$ cat src/hdl/enrichment_running_score_assert.svh
// Assertion macros shared by the enrichment running score RTL.
`ifndef ENRICHMENT_RUNNING_SCORE_ASSERT_SVH
`define ENRICHMENT_RUNNING_SCORE_ASSERT_SVH

// Same-cycle implication, sampled on the rising clock edge outside reset.
`define ERS_ASSERT_NOW(label, ante, cons, msg) \
   label: assert property (@(posedge clock) disable iff (reset) (ante) |-> (cons)) \
      else $error(msg);

// Next-cycle implication, sampled on the rising clock edge outside reset.
`define ERS_ASSERT_NEXT(label, ante, cons, msg) \
   label: assert property (@(posedge clock) disable iff (reset) (ante) |=> (cons)) \
      else $error(msg);

`endif

$ cat src/hdl/ers_ram.sv
// Generic single-write, single-read RAM with a registered read port.
`timescale 1ns / 1ps
`default_nettype none
module ers_ram #(
   parameter int WIDTH = 8,
   parameter int DEPTH = 16
) (
   input  wire logic                     clock,
   input  wire logic                     wr_en,
   input  wire logic [$clog2(DEPTH)-1:0] wr_addr,
   input  wire logic [WIDTH-1:0]         wr_data,
   input  wire logic [$clog2(DEPTH)-1:0] rd_addr,
   output logic      [WIDTH-1:0]         rd_data
);

   logic [WIDTH-1:0] mem_ff [DEPTH];
   logic [WIDTH-1:0] rd_data_ff;

   always_ff @(posedge clock) begin
      if (wr_en) begin
         mem_ff[wr_addr] <= wr_data;
      end
      rd_data_ff <= mem_ff[rd_addr];
   end

   assign rd_data = rd_data_ff;

endmodule
`default_nettype wire

$ cat config.mk
export PLATFORM = sky130hd
export DESIGN_NAME = ers_ram
export DESIGN_NICKNAME = d
export VERILOG_FILES = /design/src/hdl/enrichment_running_score_assert.svh /design/src/hdl/ers_ram.sv
export SDC_FILE = /design/constraint.sdc
export NUM_CORES = 1
export LEC_CHECK = 0
export BUFFER_PORTS_ARGS = -buffer_cell sky130_fd_sc_hd__buf_2
export CAP_MARGIN = 20
export CORE_MARGIN = 5
export CORE_UTILIZATION = 39
export DETAILED_ROUTE_END_ITERATION = 8
export SETUP_SLACK_MARGIN = 0.4
export SYNTH_ARGS = -nofsm -noshare
export SYNTH_HDL_FRONTEND = slang
export SYNTH_SLANG_ARGS = --single-unit
$ cat constraint.sdc
create_clock -name clock -period 2.2 [get_ports clock]
set_input_delay 0.22 -clock clock [delete_from_list [all_inputs] [get_ports clock]]
set_output_delay 0.22 -clock clock [all_outputs]
set_load 0.02 [all_outputs]
==> results.cfg, run 1 <==
[status]
status = complete, no violations

[worst_setup_path]
crit_path_max_fanout = 1
critical-path-slowest-cell = mux4_1
critical_path.top_delay_family = multiplexers
critPathLaunch = mem_ff[1][0]$_DFFE_PP_
reg2reg_depth = 3
crit_path_max_incr_delay_ns = 0.50
critical_path_required_ns = 2.49
end_kind = flop
start_to_end_type_of_the_worst_setup_path = flop to flop
worst-path-buf-inv = 0
data_arrival_critical_path_ns = 1.64
rr_startpoint = mem_ff[1][0]$_DFFE_PP_
timing.critical_path.depth = 3
worstSetupStartpointType = flop
crit_path_cell_trace = mux4_1 -> a22oi_1 -> nand2_1

[die]
core_area_sq_mm = 0.01309
core.rowCount = 42
initial_utilization_pct = 39.34
fp.dieArea_sq_mm = 0.01560
die_x_um = 124.9
die-height_um = 124.9
design.portCount = 26

[clocking]
cts_hold_buf = 0
cts_buffers = 17
path_clk_slew_ns = 0.05
clock_insertion_delay_worst_skew_ns = 0.41
ctsRootBufferMaster = clkbuf_16
clock_tree.htree_level_count = 4
postCtsResizedCells = 0
clock-sinks = 136
cts_buffer_depth = 2
postcts_setup_bufs = 0
tritoncts = built

[run]
max_cap_check_violation_count = 0

[global_routing]
grtUsageMet3_pct = 4.117
number_of_global_route_vias_before_repair = 2393
initial_antenna_violation_count = 0
grt-ovfl-total = 0
grt_start_max_net_pins = 33
met2_usage_pct = 19.72
first_pass_grt_wire_length_mm = 14.35
gr-usage-all-layers_pct = 12.61
grt_use_met1_pct = 16.08
grt-busiest-layer = met2

[drt]
routed_wire_length_per_instance_um = 19.42
drt_first_pass_iters = 4
wl_mm = 9.148
first_iter_violations = 189
viasPerCell = 5.034
routed-via-count = 2371
drc = 0
antenna_left = 0

[yosys]
post-synth-top-area-fraction_pct = 74.67
synth_area_leaders = edfxtp_1 75%, mux4_2 7.9%, mux4_1 7.1%
synth_top_cell_by_area = edfxtp_1
yosys_cell_types = 19
asyncSetResetFlopFracSynth_pct = 0
post_synth_inst_count = 229
synth.net_count = 247
ys.warnings.count = 0
synth-edff-count = 128
yosysSeqAreaShare_pct = 77.78
mapped_avg_cell_area_sq_um = 22.48
yosys_register_bits = 136
syn_area_sq_mm = 0.005147
synth_top_flop_cell = edfxtp_1

[sta]
maxClockFrequency_mhz = 742.3
tightestPinTransition_ns = 0.6833
report.final.slew_viol_count = 0
clock-skew-final_ns = 0.006507
finalSetupViolations = 0
period_minus_slack_ns = 1.347
setup_total_negative_slack_ns = 0
rsz0062_at_grt = false
hold_fails_final_rpt = 0
relSlewSlack_pct = 54.35
period_share_pct = 61.23

[power]
power.density_cell_area_mw_per_mm2 = 928.8
total_power_mw = 5.649
vdd.ir_drop.worst_mv = 0.5781
cellLeakagePower_nw = 2.052

[cells_and_area]
final_layout_size_suffix_gt1_share_pct = 29.15
antenna_cells_inserted = 0
finish.net_count = 300
synthesis_to_layout_area_growth_pct = 18.16
final_core_util_pct = 46.48

[min_path]
hold_path_startpoint = wr_data[3]
worstHoldPathCells = 1
min_path_type = input pin to flop

[place]
place.port_buffers = 25
globalplace.congestion = 0.7334
dpl.hpwl_mm = 6.096
## layout make-up
cell class | instances | area [sq um]
repair buffers | 44 | 280.3
flip-flops and latches | 136 | 4004
multi-input cells | 83 | 1057
clock inverters | 13 | 87.58
clock buffers | 19 | 432.9
fillers | 1075 | 7003
well taps | 176 | 220.2
## path summary, 6_finish.rpt
check                           end  slack, ns
max              rd_data[0]$_DFF_P_       0.85
min          mem_ff[5][3]$_DFFE_PP_       0.20
max reg2reg      rd_data[0]$_DFF_P_       0.85
min reg2reg      rd_data[6]$_DFF_P_       0.68
## state kept, by name (all words and copies together), names as in the netlist
register and count:
mem_ff 128, rd_data 8
## cells in the mapped netlist, types with 3 or more instances
library cell and instances:
clkdlybuf4s25_2 3, dfxtp_1 8, mux4_2 18, buf_6 3, mux4_1 14, buf_2 3, nor2_1 13, nor3_1 4
nand2_1 9, a22oi_1 16, edfxtp_1 128
## report_power, final
part | switching [mW] | internal (mW) | total, mW
Clock | 0.944 | 1.52 | 2.46
Combinational | 0.161 | 0.114 | 0.276
Sequential | 0.0150 | 2.90 | 2.91
Total | 1.12 | 4.53 | 5.65
## per-layer routing
layer | up-vias | wire length [um]
met5 | - | 0
met4 | 0 | 138
met3 | 12 | 362
met2 | 54 | 4604
met1 | 1228 | 4044
li1 | 1077 | -
## cells in the final DEF, fill, tap and decap left out, types with 3 or more instances in the layout
cell type,synthesis,final
clkinv_1,0,7
edfxtp_1,128,128
a22oi_1,16,16
nor2_1,13,13
clkinv_2,0,3
mux4_2,18,18
buf_2,3,25
dfxtp_1,8,8
clkbuf_16,0,17
nor3_1,4,4
nand2_1,9,9
buf_4,1,18
mux4_1,14,14
## metrics by stage
stage / hold slack [ns] / cells / setup WS (ns) / instance area, sq um
5_1_grt: 0.1881 / 471 / 0.7981 / 6082
6_report: 0.1953 / 471 / 0.8529 / 6082
4_1_cts: 0.1761 / 471 / 0.8527 / 6082
3_3_place_gp: 0.6047 / 439 / 0.5091 / 5562
3_5_place_dp: 0.6144 / 439 / 0.5152 / 5562
2_1_floorplan: 0.3189 / 229 / 0.4871 / 5147
## logic make-up (layout without fill, tap and decap cells)
group	count (synthesis)	after routing	synth area share, %
DFF	136	136	77.78
and+or+nand+nor	35	35	3.184
muxes	32	32	15.02
AOI/OAI and AO/OA	16	16	2.334
buffers and inverters	10	76	1.677
No activity file was read; power rests on OpenSTA's default activity.
==> inputs of run 2 (changes only) <==
Clock period 2.2 ns to 1.2 ns, I/O delays scaled along.
==> run 2 against run 1 <==
The flow now finishes with violations (setup timing). First-iteration DRC count rose by 44%. Die area stayed put. Sequential share of layout area decreased by 7.3 points. Via count rose by 6.9%. Register-to-register slack lost 1.0 ns. Wire length increased by 19%. Cell count increased by 6.4%. Clock skew fell by 0.00099 ns. Critical path depth rose by 1. Sequential cell count did not move. Core utilization is 5.9 points higher. Critical endpoint is now rd_data[1]$_DFF_P_. Largest power group is now the clock network.
==> results.cfg, run 2 (same netlist as run 1, synthesis figures left out) <==
[status]
status = complete, but fails checks
violations = setup timing

[sta]
worst_slack_ns = -0.1555
relSlewSlack_pct = 40.40
period_minus_slack_ns = 1.356
report.final.slew_viol_count = 0
rsz0062_at_grt = true
hold_fails_final_rpt = 0
maxClockFrequency_mhz = 737.7
clock-skew-final_ns = 0.005517
finalSetupViolations = 7
period_share_pct = 113.0
setup_total_negative_slack_ns = -0.5064
tightestPinTransition_ns = 0.8907

[run]
max_cap_check_violation_count = 0

[worst_setup_path]
crit_path_max_incr_delay_ns = 0.49
ff2ff_setup_slack_ns = -0.16
worst-path-buf-inv = 1
start_to_end_type_of_the_worst_setup_path = flop to flop
data_arrival_critical_path_ns = 1.65
critical_path.top_delay_family = multiplexers
crit_path_cell_trace = mux4_2 -> a22oi_2 -> buf_4 -> nand2_2
crit_path_max_fanout = 1
critical_path_required_ns = 1.49
worstSetupStartpointType = flop
end_kind = flop
critical-path-slowest-cell = mux4_2

[min_path]
min_path_type = input pin to flop

[power]
power.density_cell_area_mw_per_mm2 = 1684
cellLeakagePower_nw = 2.310
total_power_mw = 11.55
vdd.ir_drop.worst_mv = 1.147

[drt]
drc = 0
drt_first_pass_iters = 4
routed-via-count = 2534
viasPerCell = 5.058
antenna_left = 0
routed_wire_length_per_instance_um = 21.82
wl_mm = 10.93
first_iter_violations = 272

[die]
design.portCount = 26
fp.dieArea_sq_mm = 0.01560
initial_utilization_pct = 39.34
core.rowCount = 42
die_x_um = 124.9
core_area_sq_mm = 0.01309
die-height_um = 124.9

[global_routing]
number_of_global_route_vias_before_repair = 2756
initial_antenna_violation_count = 0
gr-usage-all-layers_pct = 14.92
first_pass_grt_wire_length_mm = 16.77
grt-ovfl-total = 0
grt_start_max_net_pins = 27

[clocking]
cts_buffers = 17
clock-sinks = 136
cts_hold_buf = 0
tritoncts = built
path_clk_slew_ns = 0.06
ctsRootBufferMaster = clkbuf_16
cts_buffer_depth = 2
clock_tree.htree_level_count = 4
clock_insertion_delay_worst_skew_ns = 0.40

[cells_and_area]
commonest_non_fill_non_tap_cells_in_the_layout = 128 x edfxtp_1, 32 x mux4_2, 28 x buf_6, 18 x buf_4, 17 x clkbuf_16
finish.net_count = 330
flip_flop_count_of_the_largest_register_all_copies_and_words_added = 128
regMostFlops = mem_ff
antenna_cells_inserted = 0
synthesis_to_layout_area_growth_pct = 33.18
final_layout_size_suffix_gt1_share_pct = 52.92
commonest_non_fill_non_tap_cell_in_the_layout = edfxtp_1

[place]
dpl.hpwl_mm = 7.130
globalplace.congestion = 0.7299
place.port_buffers = 25
[run 2: cell types whose count changed in the layout (fill, tap and decap cells not counted), moves of 6 or more]
cell	before	now
buf_2	25	15
dfxtp_1	8	1
buf_6	0	28
a22oi_2	0	6
nor2_1	13	1
clkinv_1	7	0
a22oi_1	16	10
nor2_4	0	12
dfxtp_2	0	6
mux4_2	18	32
buf_12	1	13
mux4_1	14	0
[run 2: metrics by stage]
stage | utilization (%) | cells | cell area, sq um | hold slack (ns) | worst slack, ns
global placement | 46.03 | 468 | 6023 | 0.5003 | -0.3228
finish | 52.39 | 501 | 6855 | 0.09378 | -0.1555
detailed placement | 46.03 | 468 | 6023 | 0.5047 | -0.3311
floorplan | - | 229 | 5275 | 0.2189 | -0.02301
CTS | 52.20 | 501 | 6830 | 0.07575 | -0.1653
global route | 52.39 | 501 | 6855 | 0.08323 | -0.2040
[run 2: layout make-up]
cell class,instances,area [sq um]
clock buffer,20,456.7
clock inverter,12,172.7
fill,997,6230
multi-input combinational,83,1205
sequential,136,4015
tap,176,220.2
timing repair buffer,74,785.8
[run 2: repair_timing]
action	4_1_cts	5_1_grt
endpoints found under the setup margin	94	81
resized for setup	50	7
hold endpoints to repair	0	0
buffers inserted	1	0
pin swaps	7	5
[run 2: metal layers]
metal / GRT usage (%) / up-vias / part of all wire [%]
li1: - / 1136 / -
met1: 19.68 / 1330 / 42
met2: 24.46 / 61 / 51
met3: 4.503 / 7 / 5.6
met4: 3.635 / 0 / 0.82
met5: 0 / - / 0
[run 2: path summary, 6_finish.rpt]
kind | startpoint | depth (start not counted) | endpoint
setup / recovery | mem_ff[2][1]$_DFFE_PP_ | 4 | rd_data[1]$_DFF_P_
hold reg to reg | mem_ff[12][4]$_DFFE_PP_ | 3 | rd_data[4]$_DFF_P_
hold / removal | wr_data[0] | 1 | mem_ff[14][0]$_DFFE_PP_
setup reg to reg | mem_ff[2][1]$_DFFE_PP_ | 4 | rd_data[1]$_DFF_P_
[run 2: power breakdown]
part / internal, mW / switching [mW] / leakage, nW
clock: 3.58 / 1.87 / 0.306
combinational: 0.361 / 0.377 / 0.779
sequential: 5.32 / 0.0413 / 1.22
total: 9.26 / 2.29 / 2.31
