`src/hdl/enrichment_running_score_assert.svh`:
```
// Assertion macros shared by the enrichment running score RTL.
`ifndef ENRICHMENT_RUNNING_SCORE_ASSERT_SVH
`define ENRICHMENT_RUNNING_SCORE_ASSERT_SVH

// Same-cycle implication, sampled on the rising clock edge outside reset.
`define ERS_ASSERT_NOW(label, ante, cons, msg) \
   label: assert property (@(posedge clock) disable iff (reset) (ante) |-> (cons)) \
      else $error(msg);

// Next-cycle implication, sampled on the rising clock edge outside reset.
`define ERS_ASSERT_NEXT(label, ante, cons, msg) \
   label: assert property (@(posedge clock) disable iff (reset) (ante) |=> (cons)) \
      else $error(msg);

`endif

```
`src/hdl/ers_pkg.sv`:
```
// Package with the constants, types and codes of the enrichment running score block.
`timescale 1ns / 1ps
`default_nettype none
package ers_pkg;

   localparam int MAX_ELEMS = 1024;
   localparam int ADDR_W    = $clog2(MAX_ELEMS);
   localparam int N_W       = $clog2(MAX_ELEMS + 1);
   localparam int SCORE_W   = 32;
   localparam int FRAC_W    = 16;
   localparam int SUM_W     = 48;
   localparam int WORD_W    = SCORE_W + 1;
   localparam int PROD_W    = SCORE_W + N_W;
   localparam int NUM_W     = PROD_W + FRAC_W;
   localparam int DIV_CNT_W = $clog2(NUM_W + 1);

   localparam logic [N_W-1:0] ELEM_MAX = N_W'(MAX_ELEMS);

   localparam logic signed [SUM_W-1:0] Q_MAX = {1'b0, {(SUM_W-1){1'b1}}};
   localparam logic signed [SUM_W-1:0] Q_MIN = {1'b1, {(SUM_W-1){1'b0}}};

   localparam logic [1:0] ERR_OK        = 2'd0;
   localparam logic [1:0] ERR_MEMBER    = 2'd1;
   localparam logic [1:0] ERR_NONMEMBER = 2'd2;

   typedef enum logic [3:0] {
      ST_IDLE,
      ST_SUM_RD,
      ST_SUM_ACC,
      ST_CHECK,
      ST_WALK_RD,
      ST_WALK_MUL,
      ST_WALK_DIV,
      ST_WALK_TERM,
      ST_WALK_ACC,
      ST_FINISH
   } state_type;

   typedef struct packed {
      logic busy;
      logic done;
   } div_stat_type;

endpackage
`default_nettype wire

```
`src/hdl/ers_div.sv`:
```
// Restoring divider that produces one quotient bit per cycle.
`timescale 1ns / 1ps
`default_nettype none
module ers_div import ers_pkg::*; (
   input  wire logic               clock,
   input  wire logic               reset,
   input  wire logic               start,
   input  wire logic [NUM_W-1:0]   dividend,
   input  wire logic [SUM_W-1:0]   divisor,
   output div_stat_type            stat,
   output logic      [NUM_W-1:0]   quotient
);

   logic [NUM_W-1:0]     work_ff, work_in;
   logic [SUM_W-1:0]     rem_ff, rem_in;
   logic [SUM_W-1:0]     dvsr_ff, dvsr_in;
   logic [DIV_CNT_W-1:0] cnt_ff, cnt_in;
   logic                 busy_ff, busy_in;
   logic [SUM_W:0]       trial;
   logic [SUM_W:0]       diff;

   always_comb begin
      trial   = {rem_ff, work_ff[NUM_W-1]};
      diff    = trial - {1'b0, dvsr_ff};
      work_in = work_ff;
      rem_in  = rem_ff;
      dvsr_in = dvsr_ff;
      cnt_in  = cnt_ff;
      busy_in = busy_ff;
      if (start) begin
         work_in = dividend;
         rem_in  = '0;
         dvsr_in = divisor;
         cnt_in  = DIV_CNT_W'(NUM_W);
         busy_in = 1'b1;
      end else if (busy_ff) begin
         if (!diff[SUM_W]) begin
            rem_in  = diff[SUM_W-1:0];
            work_in = {work_ff[NUM_W-2:0], 1'b1};
         end else begin
            rem_in  = trial[SUM_W-1:0];
            work_in = {work_ff[NUM_W-2:0], 1'b0};
         end
         cnt_in = cnt_ff - DIV_CNT_W'(1);
         if (cnt_ff == DIV_CNT_W'(1)) begin
            busy_in = 1'b0;
         end
      end
   end

   always_ff @(posedge clock) begin
      if (reset) begin
         cnt_ff  <= '0;
         busy_ff <= 1'b0;
      end else begin
         cnt_ff  <= cnt_in;
         busy_ff <= busy_in;
      end
      work_ff <= work_in;
      rem_ff  <= rem_in;
      dvsr_ff <= dvsr_in;
   end

   assign stat.busy = busy_ff;
   assign stat.done = busy_ff && (cnt_ff == DIV_CNT_W'(1));
   assign quotient  = work_ff;

endmodule
`default_nettype wire

```
`config.mk`:
```
export PLATFORM = sky130hd
export DESIGN_NAME = ers_div
export DESIGN_NICKNAME = d
export VERILOG_FILES = /design/src/hdl/enrichment_running_score_assert.svh /design/src/hdl/ers_pkg.sv /design/src/hdl/ers_div.sv
export SDC_FILE = /design/constraint.sdc
export NUM_CORES = 1
export LEC_CHECK = 0
export BUFFER_PORTS_ARGS = -buffer_cell sky130_fd_sc_hd__buf_2
export CORE_MARGIN = 3
export CORE_UTILIZATION = 40
export DETAILED_ROUTE_END_ITERATION = 8
export SKIP_LAST_GASP = 1
export SYNTH_ARGS = -nofsm -noshare
export SYNTH_HDL_FRONTEND = slang
export SYNTH_SLANG_ARGS = --single-unit
```
`constraint.sdc`:
```
create_clock -name clock -period 2.7 [get_ports clock]
set_clock_uncertainty 0.05 [all_clocks]
set_input_delay 0.54 -clock clock [delete_from_list [all_inputs] [get_ports clock]]
set_output_delay 0.54 -clock clock [all_outputs]
set_load 0.005 [all_outputs]
```
==> results of run 1 <==
## how the worst max path moves through the flow
stage	slack (ns)	start	endpoint	depth (start not counted)
3_5_place_dp	-0.42	quotient[58]	rem_ff[20]	15
5_1_grt	-0.51	dvsr_ff[0]	rem_ff[32]	15
4_1_cts	-0.39	dvsr_ff[0]	rem_ff[32]	15
6_report	-0.34	dvsr_ff[0]	rem_ff[27]	14
3_3_place_gp	-0.27	quotient[58]	rem_ff[27]	15
2_1_floorplan	-0.26	quotient[58]	rem_ff[1]	14
## cell usage after synthesis (17+ instances only)
| cell | instances | area (um^2) |
|---|---|---|
| edfxtp_1 | 107 | 3213 |
| a21o_1 | 20 | 150.1 |
| dfxtp_1 | 55 | 1101 |
| a21oi_1 | 51 | 255.2 |
| nand2_1 | 57 | 214.0 |
| mux2_2 | 59 | 664.4 |
| nor2_1 | 82 | 307.8 |
| clkbuf_1 | 33 | 123.9 |
| xnor2_1 | 29 | 254.0 |
| o21ai_0 | 38 | 190.2 |
| inv_1 | 60 | 225.2 |
| mux2i_1 | 41 | 410.4 |
| a211oi_1 | 35 | 262.8 |
| xor2_1 | 20 | 175.2 |
| ha_1 | 50 | 625.6 |
| nand3_1 | 17 | 85.08 |
## flip-flops by register name, summed over array words and instances, names as in the netlist
name,flops
busy_ff,1
quotient,59
rem_ff,48
dvsr_ff,48
cnt_ff,6
## per-stage QoR
stage               util [%]  power (uW)
floorplan                  -        4011
global placement       51.60        4736
detailed placement     51.60        4743
CTS                    54.94        7177
global route           55.25        7494
finish                 55.25        7131
## power groups by stage
stage	sequential, uW	combinational, uW	clock [uW]
2_1_floorplan	3040	970	0
3_3_place_gp	3050	1690	0
3_5_place_dp	3050	1690	0
4_1_cts	3010	1740	2430
5_1_grt	3030	1940	2520
6_report	3000	1760	2370
## logic make-up (layout without fill, tap and decap cells)
group	Yosys count	after routing	share of synthesized area [%]
xor+xnor	50	50	4.953
fa+ha+maj	51	51	7.002
buf+inv	103	419	4.573
mux	101	101	11.78
simple gates	211	211	10.33
compound gates	203	203	14.57
flops	162	162	46.79
## layout make-up
class / instances / share of cell area (%)
Clock buffer: 17 / 3.464
Clock inverter: 14 / 1.110
Inverter: 60 / 1.864
Multi-Input combinational cell: 616 / 37.61
Sequential cell: 162 / 35.14
Tap cell: 280 / 2.852
Timing Repair Buffer: 328 / 17.96
## metal layers
metal,global-route usage (%),up-vias,wire length (um)
met5,0,-,13
met2,31.39,203,10990
met4,4.876,2,248
met1,24.19,3506,10590
li1,-,3818,-
met3,5.850,18,1499
## repair_timing
item,4_1_cts,5_1_grt
cloned,2,1
buffers inserted,5,2
pin swaps,15,9
gates resized for setup,18,12
setup endpoints to repair,49,49
==> flow_metrics.py, run 1 <==
metrics = {
    "critical_path": {
        "path_max_fanout": 9,
        "r2r_cells": 14,
        "worstSetupStartpointType": "flip-flop",
        "worst_path_dominant_cell_family": "compound AO/OA/AOI/OAI gates",
        "crit_path_end_kind": "flip-flop",
        "crit_type": "flip-flop to flip-flop",
        "worstReg2RegEnd": "rem_ff[27]",
        "crit_buf_inv": 2,
        "cp.required_ns": 2.94,
        "slowest_delay_ns": 0.41,
        "path_cells": "ha_4 > fa_2 > nand2b_4 > a21oi_4 > o2111ai_4 > a21oi_2 > nor2_2 > o211ai_2 > a31oi_4 > xnor2_4 > buf_12 > buf_16 > mux2i_2 > a211oi_1",
        "arrival_ns": 3.28,
        "regToRegSetupSlack_ns": -0.34,
        "critical_path.reg2reg.startpoint": "dvsr_ff[0]",
        "critPathSlowestCell": "edfxtp_1",
    },
    "die": {
        "die_h_um": 157.8,
        "start_util_pct": 41.48,
        "dieArea_um2": 24910,
        "core_um2": 22230,
        "placementRows": 54,
        "io_pins": 171,
        "die_x_um": 157.8,
    },
    "synthesis": {
        "synthesis.nets": 1042,
        "synthesis.instances": 881,
        "syn_area_per_cell_um2": 10.47,
        "ys_types": 60,
        "ys_async_sr_fraction_pct": 0,
        "synth_ff_type": "edfxtp_1",
        "synth_warnings": 0,
        "synth-seq-cells": 162,
        "syn-cell-area_um2": 9220,
        "synth_edf_count": 107,
        "ys_seq_area_share_pct": 46.79,
    },
    "clock_network": {
        "clk_latency_ns": 0.44,
        "htreeDepth": 4,
        "ctsHoldBuffers": 0,
        "cts_tree": "done",
        "clkSinkCount": 162,
        "cts_max_path_buffers": 2,
        "cts_made_buffers": 17,
        "clkTransAtPathRegs_ns": 0.08,
        "cts_root_buffer": "clkbuf_16",
    },
    "power": {
        "ir_drop_uv": 339.4,
        "power_frac_comb_pct": 24.6,
        "power_frac_clock_pct": 33.3,
        "powerDensity_nw_per_um2": 580.6,
        "seq_power_share_pct": 42.1,
        "p_sw_share_pct": 29.93,
        "p_int_uw": 4997,
        "switching_power_uw": 2134,
        "p_leak_uw": 0.005361,
    },
    "placed_design": {
        "io_buffer_count": 170,
        "dpl_cell_area_um2": 11470,
        "place_ws_ns": -0.4247,
        "routabilityCongestion": 0.8654,
        "dp.cells": 1437,
        "dp_hpwl_um": 17470,
    },
    "min_path": {
        "worstHoldStart": "divisor[4]",
        "hold_depth": 1,
        "hold_path_end": "dvsr_ff[4]",
        "hp-class": "primary input to flip-flop",
    },
    "timing": {
        "fin_ws_ns": -0.3428,
        "tns_ns": -13.43,
        "rsz0062_at_grt": "yes",
        "timing.hold.ws_ns": 0.2149,
        "period_share_pct": 112.7,
        "max_slew_margin_pct": 50.50,
        "finalSetupViolations": 49,
        "max_freq_ghz": 0.3286,
        "tightest_slew_ns": 0.7425,
        "drv_slew": 0,
        "hold_violations": 0,
        "fin_crit_ns": 3.043,
    },
    "routing": {
        "finalWirelength_um": 23340,
        "wl_per_cell_um": 15.80,
        "drtIter0Drc": 426,
        "drt-pass1-iter-count": 5,
        "ant_nets": 0,
        "vias_per_cell": 5.110,
        "vias": 7547,
        "drc_errors": 0,
    },
    "global_route": {
        "grt_max_degree": 85,
        "grt_pass1_vias": 7628,
        "grt_pass1_wl_um": 37650,
        "grt_usage_pct": 18.94,
        "antenna_found_initial": 1,
        "grt-ovfl-total": 0,
    },
    "cells_and_area": {
        "syn_to_final_growth_pct": 33.21,
        "regArea_um2": 4315,
        "mostFrequentLayoutCell": "buf_2",
        "stdcell_area_um2": 12280,
        "final_cell_mix": "169 x buf_2, 144 x buf_4, 107 x edfxtp_1",
        "nFillCells": 1965,
        "instances_no_fill": 1477,
        "antenna_cells": 0,
        "drive_gt1_share_pct": 37.93,
        "multi_input_area_um2": 4619,
        "fin_nets": 1346,
    },
    "run": {
        "maxCapViolCount": 0,
    },
    "outcome": {
        "status": "complete, but fails checks",
        "violations": "setup timing",
    },
}
Note: power is estimated with default switching activity, not from simulation.
==> run 2: changes to the inputs <==
==> constraint.sdc (replaced) <==
create_clock -name clock -period 2.7 [get_ports clock]
set_clock_uncertainty 0.05 [all_clocks]
set_input_delay 0.675 -clock clock [delete_from_list [all_inputs] [get_ports clock]]
set_output_delay 0.675 -clock clock [all_outputs]
set_load 0.005 [all_outputs]
==> run 2 against run 1 <==
  * Die area unchanged
  * The run still ends with setup timing left
  * Flip-flop and latch count unchanged
  * Clock power increased by 2%
  * Register-to-register slack improved by 0.02 ns
  * Maximum frequency increased by 0.63%
  * Sequential share of layout area decreased by 0.15 points
  * Setup slack improved by 0.019 ns
  * Routed wire length increased by 0.50%
  * Power increased by 0.98%
==> flow_metrics.py, run 2 (synthesis results as in run 1) <==
metrics = {
    "cells_and_area": {
        "largest_reg_flops": 59,
        "antenna_cells": 0,
        "final_cell_mix": "169 x buf_2, 154 x buf_4, 107 x edfxtp_1",
        "instances_no_fill": 1487,
        "nFillCells": 1987,
        "fin_nets": 1355,
        "multi_input_area_um2": 4613,
        "syn_to_final_growth_pct": 33.76,
        "regArea_um2": 4315,
        "stdcell_area_um2": 12330,
        "mostFrequentLayoutCell": "buf_2",
        "drive_gt1_share_pct": 38.53,
    },
    "critical_path": {
        "crit_type": "flip-flop to flip-flop",
        "worstSetupStartpointType": "flip-flop",
        "crit_buf_inv": 2,
        "cp.required_ns": 3.02,
        "worst_path_dominant_cell_family": "compound AO/OA/AOI/OAI gates",
        "critPathSlowestCell": "edfxtp_1",
        "regToRegSetupSlack_ns": -0.32,
        "crit_path_end_kind": "flip-flop",
        "path_max_fanout": 4,
        "slowest_delay_ns": 0.42,
        "arrival_ns": 3.34,
        "path_cells": "ha_4 > fa_2 > nand2b_4 > a21oi_4 > o2111ai_4 > a21oi_2 > nor2_2 > o211ai_2 > a31oi_4 > xnor2_4 > buf_12 > buf_6 > mux2_4 > a211oi_2",
    },
    "timing": {
        "finalSetupViolations": 49,
        "tightest_slew_ns": 0.5840,
        "timing.hold.ws_ns": 0.3571,
        "rsz0062_at_grt": "yes",
        "fin_ws_ns": -0.3237,
        "max_slew_margin_pct": 60.06,
        "hold_violations": 0,
        "drv_slew": 0,
        "fin_crit_ns": 3.024,
        "period_share_pct": 112.0,
        "max_freq_ghz": 0.3307,
    },
    "power": {
        "p_leak_uw": 0.005411,
        "powerDensity_nw_per_um2": 583.9,
        "ir_drop_uv": 370.0,
    },
    "routing": {
        "ant_nets": 0,
        "drt-pass1-iter-count": 5,
        "drc_errors": 0,
        "finalWirelength_um": 23460,
        "drtIter0Drc": 304,
        "vias": 7602,
        "wl_per_cell_um": 15.77,
        "vias_per_cell": 5.112,
    },
    "outcome": {
        "status": "complete, but fails checks",
        "violations": "setup timing",
    },
    "global_route": {
        "antenna_found_initial": 1,
        "grt_pass1_wl_um": 37780,
        "grt_pass1_vias": 7714,
        "grt_usage_pct": 19.07,
        "grt-ovfl-total": 0,
        "grt_max_degree": 118,
    },
    "die": {
        "io_pins": 171,
        "start_util_pct": 41.48,
        "dieArea_um2": 24910,
        "die_x_um": 157.8,
        "die_h_um": 157.8,
        "placementRows": 54,
        "core_um2": 22230,
    },
    "clock_network": {
        "cts_tree": "done",
        "cts_max_path_buffers": 2,
        "cts_made_buffers": 17,
        "clk_latency_ns": 0.44,
        "ctsHoldBuffers": 0,
        "clkTransAtPathRegs_ns": 0.07,
        "cts_root_buffer": "clkbuf_16",
        "htreeDepth": 4,
        "clkSinkCount": 162,
    },
    "placed_design": {
        "routabilityCongestion": 0.9036,
        "dp_hpwl_um": 17840,
        "dp.cells": 1450,
        "place_ws_ns": -0.4188,
        "io_buffer_count": 170,
        "dpl_cell_area_um2": 11540,
    },
    "min_path": {
        "hp-class": "primary input to flip-flop",
    },
    "run": {
        "maxCapViolCount": 0,
    },
}
==> run 2: area by class of cell <==
cell class              instances  share of cell area [%]
clock buffers                  17                   3.449
inverters                      60                   1.857
flip-flops and latches        162                   34.99
well taps                     280                   2.841
repair buffers                337                   18.14
multi-input cells             616                   37.40
clock inverters                15                   1.319
==> run 2: metrics by stage <==
stage | TNS (ns) | utilization [%] | total power [uW]
floorplan | -10.69 | - | 4011
global placement | -12.19 | 51.93 | 4765
detailed placement | -16.17 | 51.93 | 4782
CTS | -14.33 | 55.18 | 7248
global route | -21.48 | 55.48 | 7568
finish | -12.50 | 55.48 | 7201
==> run 2: timing repair <==
action                     in CTS  in global routing
setup endpoints to repair      49                 49
pin swaps                      21                 15
buffers inserted                4                  0
gates cloned                    1                  0
resized for setup              16                 15
==> run 2: final timing paths <==
path | depth (start not counted) | to | from
worst max-delay path | 14 | rem_ff[0] | dvsr_ff[0]
worst min-delay path | 1 | dvsr_ff[47] | divisor[47]
worst max register to register | 14 | rem_ff[0] | dvsr_ff[0]
worst min register to register | 2 | rem_ff[34] | rem_ff[34]
==> run 2: layer usage <==
layer / track usage, % / up-vias / part of all wire (%)
met4: 3.926 / 2 / 0.98
met5: 0 / - / 0.055
met1: 23.99 / 3543 / 45
met2: 32.32 / 196 / 48
met3: 6.124 / 17 / 6.4
li1: - / 3844 / -
==> run 2: report_power, final <==
group,switching [uW],internal (uW),leakage [uW]
Sequential,118,2890,0.00152
Clock,1180,1240,0.000284
Combinational,865,911,0.00361
Total,2160,5040,0.00541
==> run 3: changes to the inputs <==
ABC_AREA = 1   (was default)
REMOVE_ABC_BUFFERS = 1   (was default)
==> run 3 against run 2 <==
  * The run now ends clean
  * Via count rose by 35%
  * First-iteration DRC count rose by 77%
  * Sequential power fell by 3%
  * Area after synthesis rose by 19%
  * Utilization fell by 7.1 points
  * Non-clock buffer count fell by 139
==> flow_metrics.py, run 3 <==
metrics = {
    "die": {
        "start_util_pct": 40.77,
        "die_x_um": 171.7,
        "dieArea_um2": 29490,
        "placementRows": 60,
        "io_pins": 171,
        "die_h_um": 171.7,
        "core_um2": 26950,
    },
    "synthesis": {
        "ys_async_sr_fraction_pct": 0,
        "synthTopCellsByCount": "764 x nand2_1, 331 x inv_1, 107 x edfxtp_1, 107 x nor2_1, 89 x nand3_1",
        "synth_area_leaders": "edfxtp_1 29%, nand2_1 26%, inv_1 11%, dfxtp_1 10%, ha_1 5.7%",
        "synthesis.instances": 1676,
        "synth_ff_type": "edfxtp_1",
        "synth_top_area_share_pct": 29.24,
        "syn-cell-area_um2": 10990,
        "ys_types": 40,
        "synth-seq-cells": 162,
        "yosysTopAreaCell": "edfxtp_1",
        "synth_edf_count": 107,
        "synth_warnings": 0,
        "syn_area_per_cell_um2": 6.555,
        "ys_seq_area_share_pct": 39.27,
        "synth_most_common_cell": "nand2_1",
    },
    "routing": {
        "wl_per_cell_um": 14.28,
        "vias_per_cell": 4.645,
        "vias": 10290,
        "drc_errors": 0,
        "ant_nets": 0,
        "finalWirelength_um": 31610,
        "drt-pass1-iter-count": 5,
        "drtIter0Drc": 539,
    },
    "timing": {
        "hold_violations": 0,
        "fin_crit_ns": 2.600,
        "period_share_pct": 96.31,
        "tightest_slew_ns": 0.5634,
        "max_slew_margin_pct": 62.44,
        "rsz0062_at_grt": "yes",
        "max_freq_ghz": 0.3845,
        "finalSetupViolations": 0,
        "timing.hold.ws_ns": 0.3456,
        "drv_slew": 0,
    },
    "placed_design": {
        "dpl_cell_area_um2": 12320,
        "io_buffer_count": 170,
        "routabilityCongestion": 0.9318,
        "dp_hpwl_um": 24060,
        "dp.cells": 2172,
    },
    "clock_network": {
        "cts_tree": "done",
        "cts_max_path_buffers": 2,
        "cts_made_buffers": 17,
        "ctsHoldBuffers": 0,
        "clkSinkCount": 162,
        "cts_root_buffer": "clkbuf_16",
        "htreeDepth": 4,
        "clk_latency_ns": 0.45,
        "clkTransAtPathRegs_ns": 0.08,
    },
    "critical_path": {
        "worstReg2RegEnd": "quotient[0]",
        "cp.required_ns": 2.83,
        "r2r_cells": 13,
        "critical_path.reg2reg.startpoint": "dvsr_ff[27]",
        "crit_path_end_kind": "flip-flop",
        "arrival_ns": 2.73,
        "crit_type": "flip-flop to flip-flop",
        "path_max_fanout": 13,
        "regToRegSetupSlack_ns": 0.1,
        "worstSetupStartpointType": "flip-flop",
    },
    "power": {
        "ir_drop_uv": 461.4,
        "p_leak_uw": 0.007280,
        "powerDensity_nw_per_um2": 466.4,
    },
    "cells_and_area": {
        "stdcell_area_um2": 13050,
        "antenna_cells": 0,
        "instances_no_fill": 2214,
        "mostFrequentLayoutCell": "nand2_1",
        "fin_nets": 2021,
        "regArea_um2": 4314,
        "final_cell_mix": "759 x nand2_1, 329 x inv_1, 169 x buf_2",
        "multi_input_area_um2": 5301,
        "nFillCells": 2848,
        "largest_reg_flops": 59,
        "syn_to_final_growth_pct": 18.77,
        "drive_gt1_share_pct": 14.36,
    },
    "outcome": {
        "status": "complete, no violations",
    },
    "min_path": {
        "hold_path_end": "dvsr_ff[39]",
        "hp-class": "primary input to flip-flop",
        "hold_depth": 1,
        "worstHoldStart": "divisor[39]",
    },
    "global_route": {
        "grt_pass1_wl_um": 49360,
        "grt_max_degree": 60,
        "grt_pass1_vias": 9677,
        "grt_usage_pct": 21.33,
        "antenna_found_initial": 0,
        "grt-ovfl-total": 0,
    },
    "run": {
        "maxCapViolCount": 0,
    },
}
==> run 3: cell types whose count changed after synthesis, sizes merged, moves of 23 or more <==
cell and delta:
nand2 +715, inv +277, nand3 +73, mux2 -60, mux2i -41, a211oi -34
nor2 +29, o21ai -23
==> run 3: metal layers <==
layer / track usage [%] / share of wire [%] / up-vias
li1: - / - / 5433
met1: 28.83 / 47 / 4542
met2: 34.06 / 44 / 284
met3: 5.217 / 7.0 / 26
met5: 0 / 0 / -
met4: 6.352 / 2.0 / 0
==> run 3: worst max-delay path by stage <==
stage,end,slack [ns],start
floorplan,quotient[0],-1.57,start
global placement,quotient[0],0.18,quotient[58]
detailed placement,quotient[0],0.12,quotient[58]
CTS,rem_ff[15],0.12,quotient[58]
global route,rem_ff[15],-0.02,dvsr_ff[27]
finish,quotient[0],0.1,dvsr_ff[27]
==> run 3: stage by stage <==
step / TNS, ns / setup slack, ns / total power, uW / utilization (%)
after detailed placement: 0 / 0.1160 / 3763 / 45.70
after global placement: 0 / 0.1767 / 3759 / 45.70
after floorplan: -92.44 / -1.566 / 3384 / -
after CTS: 0 / 0.1151 / 6163 / 47.73
after global routing: -0.1575 / -0.02052 / 6383 / 48.42
final: 0 / 0.09952 / 6085 / 48.42
==> run 3: logic make-up after synthesis <==
group	after synthesis	share of synthesized area (%)
and+or+nand+nor	1000	36.25
buffers and inverters	370	13.12
DFF	162	39.27
AOI/OAI and AO/OA	67	3.417
adders and majority gates	51	5.876
xor gates and xnor gates	26	2.073
==> run 3: repair_timing <==
action	in CTS	in global routing
gates resized for setup	0	19
setup endpoints to repair	0	49
buffers inserted	0	6
==> run 3: power by group <==
part / switching [uW] / internal (uW) / total [uW] / leakage, uW
logic: 491 / 306 / 797 / 0.00548
registers: 83.8 / 2840 / 2920 / 0.00152
clock network: 1160 / 1210 / 2370 / 0.000275
==> run 3: critical path, stage by stage (launching register included) <==
cell and delay, ns:
edfxtp_1 0.37, inv_1 0.09, ha_2 0.31, nand2_1 0.08
nand2_1 0.12, inv_2 0.07, nand2_1 0.13, a21oi_4 0.22
nand2_1 0.09, nand2_2 0.09, nand4_1 0.24, nand2_8 0.23
buf_12 0.17, o21ai_1 0.06
==> run 3: area by class of cell <==
type | instances | share of cell area [%]
multi-input combinational | 1144 | 40.63
sequential | 162 | 33.06
inverter | 337 | 9.694
timing repair buffer | 198 | 9.157
tap | 341 | 3.270
clock buffer | 17 | 3.260
clock inverter | 15 | 0.9301
